**config.mk**
```make
export PLATFORM = sky130hd
export DESIGN_NAME = array_tree_traversal_engine
export DESIGN_NICKNAME = d
export VERILOG_FILES = /design/src/rtl/att_pkg.sv /design/src/rtl/array_tree_traversal_engine.sv /design/src/rtl/att_ram.sv /design/src/rtl/att_walker.sv
export SDC_FILE = /design/constraint.sdc
export NUM_CORES = 1
export LEC_CHECK = 0
export ABC_AREA = 1
export BUFFER_PORTS_ARGS = -buffer_cell sky130_fd_sc_hd__buf_2
export CAP_MARGIN = 40
export CORE_MARGIN = 1.5
export CORE_UTILIZATION = 45
export CTS_CLUSTER_DIAMETER = 60
export DETAILED_ROUTE_END_ITERATION = 7
export GPL_TIMING_DRIVEN = 0
export MAX_ROUTING_LAYER = met4
export SETUP_SLACK_MARGIN = 0.2
export SLEW_MARGIN = 20
export SYNTH_ARGS = -nofsm -noshare
export SYNTH_HDL_FRONTEND = slang
export SYNTH_HIERARCHICAL = 1
export SYNTH_SLANG_ARGS = --single-unit
```
**constraint.sdc**
```tcl
create_clock -name clk -period 7.9 [get_ports clk]
set_input_delay 1.58 -clock clk [delete_from_list [all_inputs] [get_ports clk]]
set_output_delay 1.58 -clock clk [all_outputs]
set_load 0.01 [all_outputs]
```
**src/rtl/att_pkg.sv**
```systemverilog
package att_pkg;

	localparam int CAPACITY_DEF = 32;
	localparam int IDX_W = 6;
	localparam int CNT_W = 7;
	localparam int VAL_W = 32;

	localparam logic [1:0] MODE_INSERT   = 2'd0;
	localparam logic [1:0] MODE_TRAVERSE = 2'd1;
	localparam logic [1:0] MODE_CLEAR    = 2'd2;

	localparam logic [1:0] ORDER_IN   = 2'd0;
	localparam logic [1:0] ORDER_PRE  = 2'd1;
	localparam logic [1:0] ORDER_POST = 2'd2;

	localparam logic [1:0] KIND_INSERTED = 2'd0;
	localparam logic [1:0] KIND_FULL     = 2'd1;
	localparam logic [1:0] KIND_VISIT    = 2'd2;
	localparam logic [1:0] KIND_CLEARED  = 2'd3;

	typedef enum logic [3:0] {
		DIR_IDLE  = 4'b0001,
		DIR_DOWN  = 4'b0010,
		DIR_LEFT  = 4'b0100,
		DIR_RIGHT = 4'b1000
	} dir_t;

	typedef struct packed {
		logic             busy;
		logic             emit;
		logic             last;
		logic [IDX_W-1:0] idx;
	} att_walk_t;

endpackage

```
**src/rtl/array_tree_traversal_engine.sv**
```systemverilog
// Array tree traversal engine: values sit in a complete binary tree kept in one
// single-port-write, registered-read RAM (node i has children 2i+1 and 2i+2).
// Insert and clear items each give one result. A traverse of n nodes runs a
// stackless walk sequencer that enters each node, returns from its left subtree
// and returns from its right subtree, one move per cycle unless a visit waits on
// a stalled output, and emits one visited node per RAM read; the next item is
// held off until the final node has been read. Results reach the output through
// one read stage and one output register.
module array_tree_traversal_engine #(
	parameter int CAPACITY = att_pkg::CAPACITY_DEF
) (
	input  logic                              clk,
	input  logic                              arst_n,
	input  logic                              in_valid,
	output logic                              in_ready,
	input  logic [1:0]                        mode,
	input  logic signed [att_pkg::VAL_W-1:0]  value,
	input  logic [1:0]                        order,
	output logic                              out_valid,
	input  logic                              out_ready,
	output logic [1:0]                        kind,
	output logic signed [att_pkg::VAL_W-1:0]  node_value,
	output logic [att_pkg::IDX_W-1:0]         node_index,
	output logic                              last
);

	import att_pkg::*;

	localparam int AW = (CAPACITY > 1) ? $clog2(CAPACITY) : 1;

	logic [CNT_W-1:0] count_q;
	att_walk_t        walk;

	logic             accept;
	logic             full;
	logic             walk_start;
	logic             load_item;
	logic             load_walk;
	logic             s1_adv;
	logic             s1_free;

	logic             ram_we;
	logic             ram_re;
	logic [VAL_W-1:0] ram_rdata;

	logic             v_s1;
	logic             from_ram_s1;
	logic [1:0]       kind_s1;
	logic [VAL_W-1:0] val_s1;
	logic [IDX_W-1:0] idx_s1;
	logic             last_s1;

	logic             out_valid_q;
	logic [1:0]       kind_q;
	logic [VAL_W-1:0] value_q;
	logic [IDX_W-1:0] index_q;
	logic             last_q;

	assign s1_adv   = !out_valid_q || out_ready;
	assign s1_free  = !v_s1 || s1_adv;
	assign in_ready = !walk.busy && s1_free;
	assign accept   = in_valid && in_ready;
	assign full     = (count_q == CNT_W'(CAPACITY));

	assign walk_start = accept && (mode == MODE_TRAVERSE) && (count_q != '0)
		&& (order == ORDER_IN || order == ORDER_PRE || order == ORDER_POST);
	assign load_item  = accept && (mode == MODE_INSERT || mode == MODE_CLEAR);
	assign load_walk  = walk.emit && s1_free;

	assign ram_we = accept && (mode == MODE_INSERT) && !full;
	assign ram_re = load_walk;

	att_ram #(
		.WIDTH(VAL_W),
		.DEPTH(CAPACITY)
	) u_store (
		.clk   (clk),
		.we    (ram_we),
		.waddr (count_q[AW-1:0]),
		.wdata (value),
		.re    (ram_re),
		.raddr (walk.idx[AW-1:0]),
		.rdata (ram_rdata)
	);

	att_walker u_walker (
		.clk         (clk),
		.arst_n      (arst_n),
		.start       (walk_start),
		.start_order (order),
		.node_count  (count_q),
		.advance     (s1_free),
		.walk        (walk)
	);

	always_ff @(posedge clk or negedge arst_n) begin
		if (!arst_n) begin
			count_q <= '0;
		end else if (accept && mode == MODE_CLEAR) begin
			count_q <= '0;
		end else if (ram_we) begin
			count_q <= count_q + CNT_W'(1);
		end
	end

	always_ff @(posedge clk or negedge arst_n) begin
		if (!arst_n) begin
			v_s1 <= 1'b0;
		end else if (load_item || load_walk) begin
			v_s1 <= 1'b1;
		end else if (s1_adv) begin
			v_s1 <= 1'b0;
		end
	end

	always_ff @(posedge clk) begin
		if (load_item) begin
			from_ram_s1 <= 1'b0;
			last_s1     <= 1'b1;
			if (mode == MODE_CLEAR) begin
				kind_s1 <= KIND_CLEARED;
				val_s1  <= '0;
				idx_s1  <= '0;
			end else if (full) begin
				kind_s1 <= KIND_FULL;
				val_s1  <= value;
				idx_s1  <= '0;
			end else begin
				kind_s1 <= KIND_INSERTED;
				val_s1  <= value;
				idx_s1  <= count_q[IDX_W-1:0];
			end
		end else if (load_walk) begin
			from_ram_s1 <= 1'b1;
			last_s1     <= walk.last;
			kind_s1     <= KIND_VISIT;
			val_s1      <= '0;
			idx_s1      <= walk.idx;
		end
	end

	always_ff @(posedge clk or negedge arst_n) begin
		if (!arst_n) begin
			out_valid_q <= 1'b0;
		end else if (s1_adv) begin
			out_valid_q <= v_s1;
		end
	end

	always_ff @(posedge clk) begin
		if (s1_adv && v_s1) begin
			kind_q  <= kind_s1;
			value_q <= from_ram_s1 ? ram_rdata : val_s1;
			index_q <= idx_s1;
			last_q  <= last_s1;
		end
	end

	assign out_valid  = out_valid_q;
	assign kind       = kind_q;
	assign node_value = value_q;
	assign node_index = index_q;
	assign last       = last_q;

	a_ram_one_port: assert property (@(posedge clk) disable iff (!arst_n)
		!(ram_we && ram_re))
		else $error("store written and read in one cycle");

	a_count_bound: assert property (@(posedge clk) disable iff (!arst_n)
		count_q <= CNT_W'(CAPACITY))
		else $error("node count above capacity");

	a_s1_hold: assert property (@(posedge clk) disable iff (!arst_n)
		(v_s1 && !s1_adv) |=> (v_s1 && $stable(idx_s1) && $stable(kind_s1)))
		else $error("pending result lost while output stalled");

	a_no_accept_walk: assert property (@(posedge clk) disable iff (!arst_n)
		walk_start |=> (walk.busy && !in_ready))
		else $error("item taken while traversal runs");

endmodule

```
**src/rtl/att_ram.sv**
```systemverilog
module att_ram #(
	parameter int WIDTH = 32,
	parameter int DEPTH = 32
) (
	input  logic                                      clk,
	input  logic                                      we,
	input  logic [((DEPTH > 1) ? $clog2(DEPTH) : 1)-1:0] waddr,
	input  logic [WIDTH-1:0]                          wdata,
	input  logic                                      re,
	input  logic [((DEPTH > 1) ? $clog2(DEPTH) : 1)-1:0] raddr,
	output logic [WIDTH-1:0]                          rdata
);

	logic [WIDTH-1:0] mem_q [DEPTH];

	always_ff @(posedge clk) begin
		if (we) begin
			mem_q[waddr] <= wdata;
		end
		if (re) begin
			rdata <= mem_q[raddr];
		end
	end

endmodule

```
**src/rtl/att_walker.sv**
```systemverilog
module att_walker (
	input  logic                        clk,
	input  logic                        arst_n,
	input  logic                        start,
	input  logic [1:0]                  start_order,
	input  logic [att_pkg::CNT_W-1:0]   node_count,
	input  logic                        advance,
	output att_pkg::att_walk_t          walk
);

	import att_pkg::*;

	dir_t             dir_q;
	logic [1:0]       order_q;
	logic [IDX_W-1:0] idx_q;
	logic [CNT_W-1:0] emitted_q;

	logic [IDX_W+1:0] left_idx;
	logic [IDX_W+1:0] right_idx;
	logic [IDX_W+1:0] cnt_ext;
	logic [IDX_W-1:0] parent_idx;
	logic             busy;
	logic             emit;
	logic             last;
	logic             step;

	assign left_idx   = {1'b0, idx_q, 1'b1};
	assign right_idx  = left_idx + (IDX_W+2)'(1);
	assign cnt_ext    = (IDX_W+2)'(node_count);
	assign parent_idx = (idx_q - IDX_W'(1)) >> 1;
	assign busy       = (dir_q != DIR_IDLE);
	assign last       = (emitted_q == node_count - CNT_W'(1));
	assign step       = busy && (!emit || advance);

	always_comb begin
		case (dir_q)
			DIR_DOWN:  emit = (order_q == ORDER_PRE);
			DIR_LEFT:  emit = (order_q == ORDER_IN);
			DIR_RIGHT: emit = (order_q == ORDER_POST);
			default:   emit = 1'b0;
		endcase
	end

	always_ff @(posedge clk or negedge arst_n) begin
		if (!arst_n) begin
			dir_q     <= DIR_IDLE;
			order_q   <= ORDER_IN;
			idx_q     <= '0;
			emitted_q <= '0;
		end else if (start) begin
			dir_q     <= DIR_DOWN;
			order_q   <= start_order;
			idx_q     <= '0;
			emitted_q <= '0;
		end else if (step) begin
			if (emit) begin
				emitted_q <= emitted_q + CNT_W'(1);
			end
			if (emit && last) begin
				dir_q <= DIR_IDLE;
			end else begin
				case (dir_q)
					DIR_DOWN: begin
						if (left_idx < cnt_ext) begin
							idx_q <= left_idx[IDX_W-1:0];
						end else begin
							dir_q <= DIR_LEFT;
						end
					end
					DIR_LEFT: begin
						if (right_idx < cnt_ext) begin
							idx_q <= right_idx[IDX_W-1:0];
							dir_q <= DIR_DOWN;
						end else begin
							dir_q <= DIR_RIGHT;
						end
					end
					DIR_RIGHT: begin
						idx_q <= parent_idx;
						dir_q <= idx_q[0] ? DIR_LEFT : DIR_RIGHT;
					end
					default: dir_q <= DIR_IDLE;
				endcase
			end
		end
	end

	assign walk.busy = busy;
	assign walk.emit = emit;
	assign walk.last = last;
	assign walk.idx  = idx_q;

	a_node_present: assert property (@(posedge clk) disable iff (!arst_n)
		busy |-> ((IDX_W+2)'(idx_q) < cnt_ext))
		else $error("walker on absent node");

	a_emit_bound: assert property (@(posedge clk) disable iff (!arst_n)
		busy |-> (emitted_q < node_count))
		else $error("walker emitted more nodes than stored");

	a_stop_after_last: assert property (@(posedge clk) disable iff (!arst_n)
		(emit && last && advance && !start) |=> !busy)
		else $error("walker kept running after final node");

endmodule

```
Word level (Yosys, flattened, before mapping)
Memory sizes are Yosys's and may differ from the RTL's. A register that Yosys moved wholly into a read port is not among the register bits.
Cells that the tools add are included.
{"block": "word_totals", "regBits": 111, "latch_bits": 0, "ramBits": 1024, "romBits": 0, "in_bits": 40, "output_inout_bits": 43, "elab_cells": 113, "memories": 1}
{"memory": "u_store.mem_q", "depth": 32, "word_bits": 32, "rd": 1, "rd_ports_with_merged_regs": 1, "write_ports": 1, "line_no": "att_ram.sv:14", "source": "logic [WIDTH-1:0] mem_q [DEPTH];"}
{"block": "op_classes", "addsub": 5, "n_mul": 0, "div": 0, "n_lt_le_gt_ge": 2, "n_eq_ne": 16, "shift": 0, "muxes": 35, "bitwise_logic": 0, "n_reduce_logical": 38}
{"cell": "$mux W32", "count": 4}
{"cell": "$mux W6", "count": 9}
{"cell": "$mux W7", "count": 5}
{"cell": "$mux W4", "count": 6}
{"cell": "$pmux W6 S3", "count": 1}
{"cell": "$add A7 B1 Y7 const B", "count": 2}
{"cell": "$logic_and A1 B1 Y1", "count": 13}
{"cell": "$pmux W4 S3", "count": 1}
{"cell": "$reduce_bool A2 Y1", "count": 5}
{"cell": "$add A7 B1 Y8 const B", "count": 1}
{"cell": "$lt A8 B7 Y1", "count": 1}
{"cell": "$eq A7 B6 Y1 const B", "count": 1}
{"cell": "$eq A7 B7 Y1", "count": 1}
{"cell": "$logic_or A1 B1 Y1", "count": 7}
{"cell": "$lt A7 B7 Y1", "count": 1}
{"cell": "$reduce_bool A7 Y1", "count": 1}
{"cell": "$sub A7 B1 Y7 const B", "count": 1}
{"cell": "$eq A2 B1 Y1 const B", "count": 3}
{"cell": "$eq A2 B2 Y1 const B", "count": 3}
{"cell": "$logic_not A2 Y1", "count": 3}
{"cell": "$mux W2", "count": 3}
{"cell": "$ne A3 B1 Y1 const B", "count": 2}
{"cell": "$sub A6 B1 Y6 const B", "count": 1}
{"cell": "$logic_not A1 Y1", "count": 5}
{"cell": "other kinds (11)", "count": 16}

Longest topological paths before layout
{"block": "depth", "ltp_word": 10, "depth_mapped": 17}

By module
Netlist, hierarchy kept.
{"module": "att_ram", "instances": 1, "cells_each": 3536, "area_per_inst_um2": 42726.0}
{"module": "array_tree_traversal_engine", "instances": 1, "cells_each": 297, "area_per_inst_um2": 3867.5}
{"module": "att_walker", "instances": 1, "cells_each": 299, "area_per_inst_um2": 1941.9}

Least setup slack after synthesis
Ideal clock, no wire load.
{"block": "synth_path", "kind": "input port to flip-flop", "startpoint": "input mode[1]", "endpoint": "memory u_store.mem_q[31][0], enable pin", "setup_ns": 0.421, "arrival_ns": 3.817, "required_ns": 7.479, "path_slack_ns": 3.662, "stages": 6, "cell_sequence": "nor2_1 nand4_4 nor2_4 buf_8 nand3_1 nor2_1"}
{"block": "synth_between", "elab_chain_cells": 5}
{"item": "start, declared", "line_no": "array_tree_traversal_engine.sv:16", "source": "input logic [1:0] mode,"}
{"item": "$logic_not A2 Y1", "line_no": "array_tree_traversal_engine.sv:70", "source": "assign ram_we = accept && (mode == MODE_INSERT) && !full;"}
{"item": "$logic_and A1 B1 Y1 (2 in series)", "line_no": "array_tree_traversal_engine.sv:70"}
{"item": "net ram_we", "line_no": "array_tree_traversal_engine.sv:42", "source": "logic ram_we;"}
{"item": "$mux W1", "line_no": "att_ram.sv:17", "source": "if (we) begin"}
{"item": "$mux W1 (implied by the code)", "line_no": "att_ram.sv:18", "source": "mem_q[waddr] <= wdata;"}
{"item": "end, declared", "line_no": "att_ram.sv:14"}
The timed path passes the listed nets, and every way through them passes these cells.

Worst setup path in the final report
{"block": "layout_path", "startpoint": "input mode[1]", "endpoint": "memory u_store.mem_q[26][11], enable pin"}
The elaborated chain is that of the path after synthesis.

==> impl_metrics.toml <==
[run_status]
status = "finished clean"

[synthesis]
synthCells = 4132
synth_seq_cells = 1167
syn_area_per_cell_um2 = 11.75
yosys.area.top_type = "edfxtp_1"
netlist.area_leader.share_pct = 70.35
yosysSeqAreaShare_pct = 71.87
async_flop_share_pct = 2.399
yosys.cell_types.count = 41
synth_edf_count = 1137
synth_nets = 4190
synthFlopType = "edfxtp_1"
ys_top_cells_by_area = "edfxtp_1 (70%), nand2_1 (12%), nand3_1 (8.4%)"
yosysWarnings = 6
syn_area_um2 = 48540

[grt]
grt_usage_pct = 27.15
grt_max_degree = 41
antenna_found_initial = 11
grt_overflow_total = 0
grt_pass1_vias = 30880
grt_pass1_wl_um = 209800

[timing]
setup_viol = 0
rsz0062_at_grt = "false"
worst_pin_slew_ns = 0.9190
relSlewSlack_pct = 38.73
drv_slew = 0
fmax_ghz = 0.2627
post-route-period-util_pct = 48.18
timing.setup.tns_ns = 0
hold_viol = 0
min_period_ns = 3.806
fin_skew_ns = 0.03269

[cells_and_area]
final-seq-area_um2 = 34880
syn2layout_area_growth_pct = 15.31
final_area_um2 = 55960
fillers = 9282
nets = 4449
multi_input_area_um2 = 11860
drive_gt1_share_pct = 13.51

[detailed_routing]
drtAntennaViolNets = 0
drc_errors = 0
routed_wl_um = 146300
avgViaCountPerCell = 5.582
drt-initial-drc-count = 3849
num_vias = 32900
routedWlPerCell_um = 24.81
dr.pass1.iters = 5

[placement]
placed_area_um2 = 52190
numPortBuffers = 82
routabilityCongestion = 0.9066
hpwl_um = 97830

[clocking]
htreeDepth = 3
numCtsBuffers = 119
cts_tree = "done"
clockBufferDepth = 3
clk_pin_slew_ns = 0.06
cts_root_buffer = "clkbuf_16"
cts-hold-fix-buffers = 0
cts_setup_buffers = 0
clkLatencyLatePin_ns = 0.71
clock_sink_count = 1167
post_cts_resized = 0

[floorplan]
rows = 120
core-area_um2 = 107100
num_io_pins = 83
start_util_pct = 45.34
die_h_um = 331.4
die_w_um = 331.4
die_area_um2 = 109800

[critical_path]
crit_chain = "buf_2, nor2_1, nand4_4, nor2_4, buf_8, nand3_1, buf_8, nor2_4, buf_12"
path_class = "in -> reg"
cp-start-kind = "input pin"
cp_slowest_cell = "nor2_4"
required_ns = 8.29
cpPeakStageDelay_ns = 0.65
crit_fanout = 17
cp.arrival_ns = 4.19
endpoint_kind = "flip-flop"

[power_and_ir_drop]
ir_drop_v = 0.0002181
p_leak_nw = 21.01
pwr_density_cell_nw_per_um2 = 347.7
power.total_w = 0.01946

[min_path]
min_path_type = "reg -> reg"

[flow_run]
maxCapViolations = 0
[sequential cells by signal, summed over array words and instances (netlist names)]
register	flops
last_s1	1
u_walker/idx_q	6
val_s1	32
idx_s1	6
v_s1	1
u_walker/emitted_q	7
from_ram_s1	1
out_valid	1
node_value	32
u_walker/dir_q	4
count_q	7
u_walker/order_q	2
u_store/mem_q	1024
kind_s1	2
u_store/rdata	32
node_index	6
kind	2
last	1
[final cells by class]
cell class | count | share of cell area (%)
well taps | 1403 | 3.137
inverters | 101 | 0.6908
clock inverters | 67 | 0.9368
plain buffers | 235 | 2.971
flip-flops and latches | 1167 | 62.33
repair buffers | 138 | 3.076
multi-input cells | 2629 | 21.19
diodes | 6 | 0.02683
clock buffers | 149 | 5.636
[cells in the final DEF, fill, tap and decap left out, drive strengths merged, types with 3 or more instances in the layout]
| master | instances |
|---|---|
| a21oi | 12 |
| buf | 347 |
| bufinv | 7 |
| clkbuf | 175 |
| clkinv | 55 |
| clkinvlp | 3 |
| dfrtp | 27 |
| diode | 6 |
| edfxtp | 1137 |
| ha | 18 |
| inv | 103 |
| mux2 | 32 |
| nand2 | 1593 |
| nand3 | 821 |
| nand4 | 5 |
| nor2 | 101 |
| nor4 | 3 |
| o21ai | 22 |
| xor2 | 9 |
[cell families (layout without fill, tap and decap cells)]
logic type	after synthesis	in the layout	share of synthesized area [%]
and+or+nand+nor	2530	2530	22.09
DFF	1167	1167	71.87
buffers and inverters	336	690	4.223
AOI/OAI and AO/OA	40	40	0.4460
muxes	32	32	0.7424
adders and majority gates	18	18	0.4640
xor gates and xnor gates	9	9	0.1624
other	0	6	0
[routing by layer]
metal | global-route usage [%] | wire [µm]
met3 | 4.484 | 12660
met2 | 42.19 | 68040
met5 | - | 0
met4 | 8.481 | 4811
met1 | 36.71 | 60770
[cell usage after synthesis (5+ instances only)]
master    count
a21oi_1      12
buf_1        18
buf_2        90
buf_4        29
buf_6        67
buf_8         5
clkbuf_1     26
dfrtp_1      27
edfxtp_1   1137
ha_1         18
inv_1        89
inv_2        11
mux2_2       32
nand2_1    1578
nand2_2      12
nand3_1     815
nor2_1       92
nor2_2        6
o21ai_0      20
xor2_1        9
[stage by stage]
step	cells	hold WS, ns	util (%)	worst slack [ns]
global placement	5617	0.4013	47.36	1.228
finish	5895	0.4170	52.28	4.094
floorplan	4132	0.4003	-	3.662
CTS	5885	0.4185	52.18	4.149
global route	5890	0.4213	52.27	4.112
detailed placement	5669	0.4045	48.75	3.431
[power by group]
part	total, W	internal, W	switching [W]
clock	0.00537	0.00304	0.00233
sequential	0.00748	0.00732	0.000160
combinational	0.00661	0.00190	0.00471
[final timing paths]
kind | start | endpoint | slack (ns) | cells after the start
hold / removal | idx_s1[4] | node_index[4] | 0.42 | 0
setup reg to reg | u_walker/dir_q[0] | u_store/mem_q[26][11] | 4.23 | 12
max in group asynchronous | arst_n | u_walker/idx_q[5] | 6.54 | 1
hold reg to reg | idx_s1[4] | node_index[4] | 0.42 | 0
min in group asynchronous | arst_n | u_walker/emitted_q[6] | 0.91 | 1
setup / recovery | mode[1] | u_store/mem_q[26][11] | 4.09 | 9
[worst max-delay path: cells and delay by family]
family	cells	cell delay (ns)
and+or+nand+nor	5	1.67
buffers and inverters	4	0.88
No activity file was read; power rests on OpenSTA's default activity.
